<file path="src/hw/rtl/volume_scaled_bipolar_pwm_dac_defines.svh">
// Assertion macros shared by the RTL of the volume-scaled bipolar PWM DAC.
`ifndef VOLUME_SCALED_BIPOLAR_PWM_DAC_DEFINES_SVH
`define VOLUME_SCALED_BIPOLAR_PWM_DAC_DEFINES_SVH
`ifndef SYNTHESIS
// Same-cycle implication, checked on every rising edge outside reset.
`define VSBPD_ASSERT_IMPLY(label, clock, reset, ante, cons) \
  label: assert property (@(posedge clock) disable iff (reset) (ante) |-> (cons)) \
    else $error("implication check failed");
// Next-cycle implication, checked on every rising edge outside reset.
`define VSBPD_ASSERT_NEXT(label, clock, reset, ante, cons) \
  label: assert property (@(posedge clock) disable iff (reset) (ante) |=> (cons)) \
    else $error("next-cycle check failed");
`else
`define VSBPD_ASSERT_IMPLY(label, clock, reset, ante, cons)
`define VSBPD_ASSERT_NEXT(label, clock, reset, ante, cons)
`endif
`endif

</file>
<file path="src/hw/rtl/vsbpd_pkg.sv">
// Types, constants and the gain table of the volume-scaled bipolar PWM DAC.
package vsbpd_pkg;

  localparam int SampleW = 16;
  localparam int GainW   = 14;
  localparam int ProdW   = SampleW + GainW + 1;
  localparam int CfgIdxW = 2;
  localparam int CfgDataW = 16;
  localparam int LevelW  = 4;

  localparam logic [CfgIdxW-1:0] CfgVolume = 2'd0;
  localparam logic [CfgIdxW-1:0] CfgPeriod = 2'd1;

  localparam logic [LevelW-1:0] LevelReset = 4'd6;
  localparam logic [LevelW-1:0] LevelMax   = 4'd12;

  localparam logic [SampleW-1:0] SignFlip = 16'h8000;
  localparam logic [SampleW-1:0] SatHigh  = 16'h7FFF;
  localparam logic [SampleW-1:0] SatLow   = 16'h8000;

  // Output of the scaling pipe: offset-binary code with its valid bit.
  typedef struct packed {
    logic               valid;
    logic [SampleW-1:0] code;
  } scale_out_t;

  // Gain in Q12 for each volume level; level twelve reuses level eleven.
  function automatic logic [GainW-1:0] gain_lookup(input logic [LevelW-1:0] lvl);
    logic [GainW-1:0] g;
    case (lvl)
      4'd0:    g = 14'd0;
      4'd1:    g = 14'd230;
      4'd2:    g = 14'd410;
      4'd3:    g = 14'd728;
      4'd4:    g = 14'd1295;
      4'd5:    g = 14'd2303;
      4'd6:    g = 14'd4096;
      4'd7:    g = 14'd5157;
      4'd8:    g = 14'd6492;
      4'd9:    g = 14'd8173;
      4'd10:   g = 14'd10289;
      default: g = 14'd12953;
    endcase
    return g;
  endfunction

endpackage

</file>
<file path="src/hw/rtl/vsbpd_scaler.sv">
// Three-stage volume scaling: gain lookup, multiply, divide by 4096 and saturate.
module vsbpd_scaler (
  input  logic                                 clk,
  input  logic                                 rst,
  input  logic                                 in_valid,
  input  logic signed [vsbpd_pkg::SampleW-1:0] sample,
  input  logic [vsbpd_pkg::LevelW-1:0]         volume_level,
  output vsbpd_pkg::scale_out_t                result
);

  logic                                 valid_a;
  logic signed [vsbpd_pkg::SampleW-1:0] sample_a;
  logic [vsbpd_pkg::GainW-1:0]          gain_a;

  logic                                 valid_b;
  logic signed [vsbpd_pkg::ProdW-1:0]   product_b;

  logic                                 valid_c;
  logic [vsbpd_pkg::SampleW-1:0]        code_c;

  logic signed [vsbpd_pkg::ProdW-1:0]   biased;
  logic signed [vsbpd_pkg::ProdW-13:0]  quotient;
  logic [vsbpd_pkg::SampleW-1:0]        saturated;

  always_ff @(posedge clk) begin
    if (rst) begin
      valid_a <= 1'b0;
      valid_b <= 1'b0;
      valid_c <= 1'b0;
    end else begin
      valid_a <= in_valid;
      valid_b <= valid_a;
      valid_c <= valid_b;
    end
  end

  always_ff @(posedge clk) begin
    sample_a  <= sample;
    gain_a    <= vsbpd_pkg::gain_lookup(volume_level);
    product_b <= $signed({{(vsbpd_pkg::ProdW-vsbpd_pkg::SampleW){sample_a[vsbpd_pkg::SampleW-1]}},
                          sample_a}) *
                 $signed({{(vsbpd_pkg::ProdW-vsbpd_pkg::GainW){1'b0}}, gain_a});
    code_c    <= saturated ^ vsbpd_pkg::SignFlip;
  end

  assign result = '{valid: valid_c, code: code_c};

  // Truncate toward zero: bias negative products before the arithmetic shift.
  always_comb begin
    biased   = product_b + (product_b[vsbpd_pkg::ProdW-1] ? 31'sd4095 : 31'sd0);
    quotient = biased[vsbpd_pkg::ProdW-1:12];
    if (quotient > 19'sd32767) begin
      saturated = vsbpd_pkg::SatHigh;
    end else if (quotient < -19'sd32767) begin
      saturated = vsbpd_pkg::SatLow;
    end else begin
      saturated = quotient[vsbpd_pkg::SampleW-1:0];
    end
  end

endmodule

</file>
<file path="src/hw/rtl/volume_scaled_bipolar_pwm_dac.sv">
// Top level of the volume-scaled bipolar PWM DAC: config registers and PWM mapping.
//
//  channel  | handshake                  | payload
//  ---------+----------------------------+-------------------------------------
//  sample   | start, busy (always low)   | sample[15:0] signed
//  config   | cfg_valid, cfg_ready       | cfg_index[1:0], cfg_data[15:0]
//  result   | result_valid (one cycle)   | pwm_positive[15:0], pwm_negative[15:0]
//
// A sample passes through five register stages in order: gain lookup, gain
// multiply, divide/saturate, period multiply and pin select, the last of which
// drives the result ports.
// One sample enters per clock, since no stage ever holds.
// rst is synchronous and active high: it clears every valid bit, sets the
// volume level to unity (level 6) and the PWM period to zero.
// The result receiver cannot stall, so the pipe never holds; busy stays low.
module volume_scaled_bipolar_pwm_dac (
  input  logic                                  clk,
  input  logic                                  rst,
  input  logic                                  start,
  output logic                                  busy,
  input  logic signed [vsbpd_pkg::SampleW-1:0]  sample,
  input  logic                                  cfg_valid,
  output logic                                  cfg_ready,
  input  logic [vsbpd_pkg::CfgIdxW-1:0]         cfg_index,
  input  logic [vsbpd_pkg::CfgDataW-1:0]        cfg_data,
  output logic                                  result_valid,
  output logic [vsbpd_pkg::SampleW-1:0]         pwm_positive,
  output logic [vsbpd_pkg::SampleW-1:0]         pwm_negative
);

`include "volume_scaled_bipolar_pwm_dac_defines.svh"

  // Configuration registers
  logic [vsbpd_pkg::LevelW-1:0]  volume_level;
  logic [vsbpd_pkg::SampleW-1:0] pwm_period;

  // Scaling pipe output
  vsbpd_pkg::scale_out_t scaled;

  // Period multiply stage
  logic                            valid_d;
  logic                            positive_d;
  logic [vsbpd_pkg::SampleW-1:0]   prod_d;
  logic [2*vsbpd_pkg::SampleW-2:0] frac_product;

  logic accept;

  // The pipe never stalls, so a sample transfer is taken on every cycle.
  assign busy      = 1'b0;
  assign cfg_ready = 1'b1;
  assign accept    = start && !busy;

  // Config writes: drop volume levels above twelve, ignore unknown indexes.
  always_ff @(posedge clk) begin
    if (rst) begin
      volume_level <= vsbpd_pkg::LevelReset;
      pwm_period   <= '0;
    end else if (cfg_valid && cfg_ready) begin
      case (cfg_index)
        vsbpd_pkg::CfgVolume: begin
          if (cfg_data[vsbpd_pkg::LevelW-1:0] <= vsbpd_pkg::LevelMax) begin
            volume_level <= cfg_data[vsbpd_pkg::LevelW-1:0];
          end
        end
        vsbpd_pkg::CfgPeriod: begin
          pwm_period <= cfg_data;
        end
        default: begin
        end
      endcase
    end
  end

  // Stages one to three: sample times gain, divided by 4096, saturated, offset binary.
  vsbpd_scaler u_scaler (
    .clk          (clk),
    .rst          (rst),
    .in_valid     (accept),
    .sample       (sample),
    .volume_level (volume_level),
    .result       (scaled)
  );

  // Stage four: scale the 15-bit magnitude by the period, keep the top 16 bits.
  assign frac_product = {{vsbpd_pkg::SampleW{1'b0}}, scaled.code[vsbpd_pkg::SampleW-2:0]} *
                        {{(vsbpd_pkg::SampleW-1){1'b0}}, pwm_period};

  always_ff @(posedge clk) begin
    if (rst) begin
      valid_d      <= 1'b0;
      result_valid <= 1'b0;
    end else begin
      valid_d      <= scaled.valid;
      result_valid <= valid_d;
    end
  end

  // Stage five: steer the compare value to one pin; the negative pin counts down
  // from the period.
  always_ff @(posedge clk) begin
    positive_d <= scaled.code[vsbpd_pkg::SampleW-1];
    prod_d     <= frac_product[2*vsbpd_pkg::SampleW-2:vsbpd_pkg::SampleW-1];
    if (positive_d) begin
      pwm_positive <= prod_d;
      pwm_negative <= '0;
    end else begin
      pwm_positive <= '0;
      pwm_negative <= pwm_period - prod_d;
    end
  end

  // Every accepted sample yields a result.
  `VSBPD_ASSERT_IMPLY(a_latency, clk, rst, accept, ##5 result_valid)
  // No result appears without an accepted sample ahead of it.
  `VSBPD_ASSERT_IMPLY(a_no_phantom, clk, rst, result_valid, $past(accept, 5))
  // At most one pin carries a non-zero compare value.
  `VSBPD_ASSERT_IMPLY(a_one_pin, clk, rst, result_valid,
                      pwm_positive == '0 || pwm_negative == '0)
  // Compare values never exceed the PWM period.
  `VSBPD_ASSERT_IMPLY(a_in_period, clk, rst, result_valid,
                      pwm_positive <= pwm_period && pwm_negative <= pwm_period)

endmodule

</file>
<file path="config.mk">
export PLATFORM = sky130hd
export DESIGN_NAME = volume_scaled_bipolar_pwm_dac
export DESIGN_NICKNAME = d
export VERILOG_FILES = /design/src/hw/rtl/vsbpd_pkg.sv /design/src/hw/rtl/vsbpd_scaler.sv /design/src/hw/rtl/volume_scaled_bipolar_pwm_dac.sv
export VERILOG_INCLUDE_DIRS = /design/src /design/src/hw/rtl
export SDC_FILE = /design/constraint.sdc
export NUM_CORES = 1
export LEC_CHECK = 0
export BUFFER_PORTS_ARGS = -buffer_cell sky130_fd_sc_hd__clkbuf_2
export CORE_ASPECT_RATIO = 1.4
export CORE_UTILIZATION = 40
export CTS_BUF_LIST = sky130_fd_sc_hd__clkbuf_16
export DETAILED_ROUTE_END_ITERATION = 8
export GPL_ROUTABILITY_DRIVEN = 0
export GPL_TIMING_DRIVEN = 0
export PLACE_DENSITY = 0.65
export RECOVER_POWER = 50
export SLEW_MARGIN = 20
export SYNTH_ARGS = -nofsm -noshare
export SYNTH_HDL_FRONTEND = slang
export SYNTH_SLANG_ARGS = --single-unit
</file>
<file path="constraint.sdc">
create_clock -name clk -period 13.45 [get_ports clk]
set_clock_uncertainty 0.1 [all_clocks]
set_input_delay 1.345 -clock clk [delete_from_list [all_inputs] [get_ports clk]]
set_output_delay 1.345 -clock clk [all_outputs]
set_load 0.02 [all_outputs]
</file>
== After elaboration in Yosys (flattened, before gate mapping) ==
Memories as Yosys holds them, arrays and structs flattened. A register that Yosys moved wholly into a read port is not among the register bits.
Cells that the tools add are included.

* Bits in registers: 137
* Input bits: 38
* Logic and storage cells: 31
* Bits in read-only memories: 224
* Memories kept: 1

{| class="wikitable"
|+ Memory list
! name !! depth !! width !! read ports !! clocked after Yosys merged registers in !! write ports !! RTL line !! text
|-
| (name not given) || 16 || 14 || 1 || 1 || 0 || vsbpd_pkg.sv:30 || <nowiki>case (lvl)</nowiki>
|}

* Add/sub/neg operators: 2
* Reductions and logical operators: 3
* Eq/ne operators: 1
* Bitwise gates (word level): 1
* Order comparisons: 3
* Multiplexer cells: 3
* Multipliers: 2

{| class="wikitable"
|+ Operator list
! operator !! number
|-
| two-way mux 16 bit || 2
|-
| adder 31 bit || 1
|-
| multiplier 15 x 16 -> 31 bit || 1
|-
| multiplier 16 x 15 -> 31 bit || 1
|-
| greater-than comparator 19 x 16 -> 1 bit, second input constant || 1
|-
| < comparator 19 x 16 -> 1 bit, second input constant || 1
|-
| subtractor 16 bit || 1
|-
| two-way mux 12 bit || 1
|-
| <= comparator 4 bit, second input constant || 1
|-
| AND reduction 3 bit || 1
|-
| equality test 2 x 1 -> 1 bit, second input constant || 1
|-
| zero test 2 bit || 1
|-
| AND reduction 2 bit || 1
|-
| NOT 1 bit || 1
|}

== Longest topological paths before layout ==
* Depth in word-level cells: 6
* Depth in mapped cells: 24
* Depth with buffers taken out: 23

== Cells and area by module ==
A second synthesis with hierarchy kept.

* Cells, all modules: 2323
* Area total of the unflattened synthesis: 21479.4 um^2

{| class="wikitable"
|+ By module, submodules not included
! module !! area an instance (um^2) !! sequential area each (um^2) !! cells each !! instances
|-
| vsbpd_scaler || 11392.2 || 1601.5 || 1214 || 1
|-
| volume_scaled_bipolar_pwm_dac || 10087.2 || 1421.4 || 1109 || 1
|}

== Worst setup path before layout ==
OpenSTA, ideal clock, no wires.

* Kind: register to register
* From: register u_scaler.gain_a[0] in the netlist's numbering
* To: register u_scaler.product_b[29] in the netlist's numbering
* Clock period less this slack: 6.060 ns
* Stages on the path, launching flop included: 25
* Setup slack: 7.390 ns
* Library setup time: 0.072 ns
* Arrival: 5.888 ns
* Path through: dfxtp_1 -> clkbuf_1 -> and2_1 -> fa_1 -> inv_1 -> fa_1 -> inv_1 -> fa_1 -> inv_1 -> fa_1 -> inv_1 -> fa_1 -> inv_1 -> fa_1 -> inv_1 -> ha_1 -> nand4_1 -> a21o_1 -> a31o_1 -> a2111oi_2 -> nor2_1 -> a31oi_2 -> a2111oi_2 -> o31ai_2 -> xor2_1

* Word-level cells in the longest chain between the ends: 1

{| class="wikitable"
|+ Ends and longest elaborated chain
! what !! RTL line !! text
|-
| start: declaration || vsbpd_scaler.sv:13 || <nowiki>logic [vsbpd_pkg::GainW-1:0] gain_a;</nowiki>
|-
| multiplier 16 x 15 -> 31 bit || vsbpd_scaler.sv:41 || <nowiki>sample_a}) *</nowiki>
|-
| end signal: assignment || vsbpd_scaler.sv:40 || <nowiki>product_b <= $signed({{(vsbpd_pkg::ProdW-vsbpd_pkg::SampleW){sample_a[vsbpd_pkg::SampleW-1]}},</nowiki>
|-
| end: declaration || vsbpd_scaler.sv:16 || <nowiki>logic signed [vsbpd_pkg::ProdW-1:0] product_b;</nowiki>
|}

No other way between the ends.
A chain may end at the register's enable or synchronous reset.

== Worst setup path in the final report ==
* From: register pwm_period[8] in the netlist's numbering
* To: register prod_d[15] in the netlist's numbering

* Word-level cells in the longest chain between the ends: 1

{| class="wikitable"
|+ Ends and longest elaborated chain
! what !! RTL line !! text
|-
| start: declaration || volume_scaled_bipolar_pwm_dac.sv:35 || <nowiki>logic [vsbpd_pkg::SampleW-1:0] pwm_period;</nowiki>
|-
| start signal: assignment || volume_scaled_bipolar_pwm_dac.sv:66 || <nowiki>pwm_period <= cfg_data;</nowiki>
|-
| multiplier 15 x 16 -> 31 bit || volume_scaled_bipolar_pwm_dac.sv:85 || <nowiki>assign frac_product = {{vsbpd_pkg::SampleW{1'b0}}, scaled.code[vsbpd_pkg::SampleW-2:0]} *</nowiki>
|-
| net frac_product (one bit) || volume_scaled_bipolar_pwm_dac.sv:44 || <nowiki>logic [2*vsbpd_pkg::SampleW-2:0] frac_product;</nowiki>
|-
| end signal: assignment || volume_scaled_bipolar_pwm_dac.sv:102 || <nowiki>prod_d <= frac_product[2*vsbpd_pkg::SampleW-2:vsbpd_pkg::SampleW-1];</nowiki>
|-
| end: declaration || volume_scaled_bipolar_pwm_dac.sv:43 || <nowiki>logic [vsbpd_pkg::SampleW-1:0] prod_d;</nowiki>
|}

The timed path passes the listed nets, and every way through them passes these cells.

==> reports/qor.tcl <==
set qor(max_stage_delay_ns) 0.61
set qor(max_freq_ghz) 0.1423
set qor(antenna_found_initial) 0
set qor(routed-via-count) 14770
set qor(power.density_cell_area_nw_per_um2) 141.2
set qor(layout_commonest_cell) {sky130_fd_sc_hd__inv_1}
set qor(worst_setup_hold_path_clk_slew_ns) 0.07
set qor(post_synth_fa_ha_maj_area_fraction) 0.5014
set qor(path_common_cell) {sky130_fd_sc_hd__fa_1}
set qor(clock_tree.htree_level_count) 4
set qor(path_buf_inv) 5
set qor(die_area_um2) 53380
set qor(filler_cell_count) 4935
set qor(layout-drive-gt1-share) 0.04664
set qor(combinational_family_with_the_most_area_after_synthesis) {adder cells}
set qor(timing.setup.tns_ns) 0
set qor(finalCritPeriodShare) 0.5226
set qor(drtPass1Iterations) 5
set qor(grt_first_pass_wirelength_um) 81340
set qor(whs_path_depth) 0
set qor(postLayoutCoreUtil) 0.4419
set qor(critical_path_required_ns) 13.74
set qor(global_route.usage.total) 0.1943
set qor(worst_setup_path_start_kind) {flip-flop}
set qor(design.portCount) 73
set qor(netlist_instances) 2235
set qor(io_buffers) 70
set qor(crit_path_cell_trace) {clkbuf_1, and2_1, fa_1, inv_1, fa_1, inv_1, fa_1, fa_1, fa_1, inv_1, fa_1, inv_1, ha_1, o21ai_0, o221ai_1, a21oi_1, a21oi_1, nor4_2, o31ai_1, a211o_1, a21oi_1, xnor2_1}
set qor(synth-seq-cells) 151
set qor(ir_drop_uv) 151.0
set qor(numCtsBuffers) 17
set qor(post_drt_via_cell_ratio) 4.946
set qor(standard_cell_with_the_maximum_stage_delay_on_the_critical_path) {sky130_fd_sc_hd__dfxtp_1}
set qor(post_drt_wl_per_cell_um) 16.13
set qor(place.detailed.hpwl_um) 41230
set qor(finish.net_count) 2964
set qor(placed_cell_area_um2) 22140
set qor(detailedRoute.firstIterationViolations) 641
set qor(worst-endpoint-arrival_ns) 7.32
set qor(flow.area_growth_from_synthesis_pct) 8.206
set qor(clk_latency_ns) 0.46
set qor(slew_headroom) 0.5024
set qor(synth-edff-count) 0
set qor(total_power_mw) 3.205
set qor(synth_async_sr_flop_share) 0
set qor(synth_simple_gate_area_frac) 0.1636
set qor(dieWidth_um) 195.6
set qor(unrepaired_setup_endpoints_after_global_routing) {false}
set qor(postRouteAntennaNets) 0
set qor(final_min_period_ns) 7.030
set qor(critPathMaxFanout) 10
set qor(syn_area_per_cell_um2) 9.387
set qor(initial_utilization) 0.4084
set qor(synth_seq_area_share) 0.1441
set qor(cp.depth) 22
set qor(clock_tree.root_cell) {sky130_fd_sc_hd__clkbuf_16}
set qor(totalWireLength_um) 48190
set qor(ctsHoldBuffers) 0
set qor(outcome) {finished, final reports clean}
set qor(synthesis.yosys.warnings) 0
set qor(pin_count_of_the_biggest_net_entering_global_routing) 18
set qor(cp-end-kind) {flip-flop}
set qor(critical_path.top_delay_family) {adder cells}
set qor(critical_path_class) {reg2reg}
set qor(post_route_design_area_um2) 22700
set qor(final-hold-violation-count) 0
set qor(synth_flop_cell) {sky130_fd_sc_hd__dfxtp_1}
set qor(layout.cells.most_common_list) {sky130_fd_sc_hd__inv_1 (471), sky130_fd_sc_hd__fa_1 (398), sky130_fd_sc_hd__and2_1 (281)}
set qor(drcViolationCount) 0
set qor(cts.repair_timing.setup_buffer_count) 0
set qor(placed_cells) 2955
set qor(timing_worst_slew_pin_value_ns) 0.7454
set qor(antenna_cells) 0
set qor(vias_in_the_first_global_route) 16560
set qor(standard_cell_row_count) 98
set qor(setup_failing_eps_final) 0
set qor(stdcell_count) 2987
set qor(post_cts.resized_instances) 0
set qor(post_synth_instance_area_um2) 20980
set qor(r2r_cells) 22
set qor(die_height_um) 273.0
set qor(tritoncts_clock_tree) {built}
set qor(synthDistinctLibCells) 63
set qor(multi_input_area_um2) 15890
set qor(finalMaxSlewViolations) 0
set qor(total_leakage_power_nw) 11.37
set qor(clock_tree.buffer_depth) 2
set qor(core_area_um2) 51380
set qor(synthMuxAreaShare) 0.001968
set qor(synth_compound_area_frac) 0.05868
set qor(synth-xor-area-share) 0.03131
set qor(grt-ovfl-total) 0
set qor(hold_path.class) {reg2reg}
set qor(tritoncts_num_sinks) 151
set qor(final-seq-area_um2) 3023
set qor(maxCapViolCount) 0
set qor(net_count_after_synthesis) 2875
[sequential cells by signal, indices dropped and copies added, names as in the netlist, 4 cells and up]
register / flops
pwm_period: 16
prod_d: 16
u_scaler.product_b: 31
u_scaler.gain_a: 14
u_scaler.sample_a: 16
pwm_positive: 16
u_scaler.code_c: 16
volume_level: 4
pwm_negative: 16
[through the flow]
stage               hold WS [ns]  worst slack (ns)
CTS                       0.2317             6.367
floorplan                 0.2096             7.390
finish                    0.2297             6.420
detailed placement        0.2136             6.407
global placement          0.2164             6.411
global route              0.2422             6.059
[power breakdown]
part	total, mW	leakage (nW)	internal [mW]	switching (mW)
clock	0.473	0.278	0.247	0.226
combinational	2.02	9.84	0.853	1.16
sequential	0.714	1.25	0.593	0.121
total	3.20	11.4	1.69	1.51
[area by class of cell]
cell class	instances	share of cell area
flip-flops and latches	151	0.1332
repair buffers	70	0.01411
clock inverters	15	0.007165
well taps	650	0.03582
inverters	471	0.07788
clock buffers	17	0.01874
multi-input cells	1537	0.6999
plain buffers	76	0.01323
[final timing paths]
kind	start	slack, ns	end
min	u_scaler.code_c[15]	0.23	positive_d
max reg2reg	pwm_period[8]	6.42	prod_d[15]
min reg2reg	u_scaler.code_c[15]	0.23	positive_d
max	pwm_period[8]	6.42	prod_d[15]
[logic make-up after synthesis]
group | Yosys count
flip-flops | 151
adder cells (fa/ha/maj) | 602
AO/OA/AOI/OAI | 187
XOR/XNOR | 75
other | 2
buffers and inverters | 547
multiplexers | 4
AND/OR/NAND/NOR | 667
[routing by layer]
metal	track usage	wire [um]	vias up
li1	-	-	6912
met1	0.2031	18040	7392
met2	0.3757	26190	339
met3	0.02308	1574	130
met4	0.1034	2392	0
met5	0	0	-
[cells in the mapped netlist (10+ instances only)]
cell	count	area, um2
sky130_fd_sc_hd__nand2_1	251	942.2
sky130_fd_sc_hd__xor2_1	23	201.4
sky130_fd_sc_hd__o21ai_0	15	75.07
sky130_fd_sc_hd__nor2b_1	13	81.33
sky130_fd_sc_hd__a21oi_1	71	355.3
sky130_fd_sc_hd__fa_1	398	7968
sky130_fd_sc_hd__nand3_1	12	60.06
sky130_fd_sc_hd__nor3_1	11	55.05
sky130_fd_sc_hd__a21o_1	16	120.1
sky130_fd_sc_hd__o21ai_1	18	90.09
sky130_fd_sc_hd__and3_1	11	68.82
sky130_fd_sc_hd__xnor2_1	52	455.4
sky130_fd_sc_hd__and2_1	294	1839
sky130_fd_sc_hd__o21ai_2	10	87.58
sky130_fd_sc_hd__ha_1	204	2552
sky130_fd_sc_hd__inv_1	470	1764
sky130_fd_sc_hd__clkbuf_1	72	270.3
sky130_fd_sc_hd__dfxtp_1	151	3023
sky130_fd_sc_hd__nor2_1	43	161.4
No activity file was read; power rests on OpenSTA's default activity.
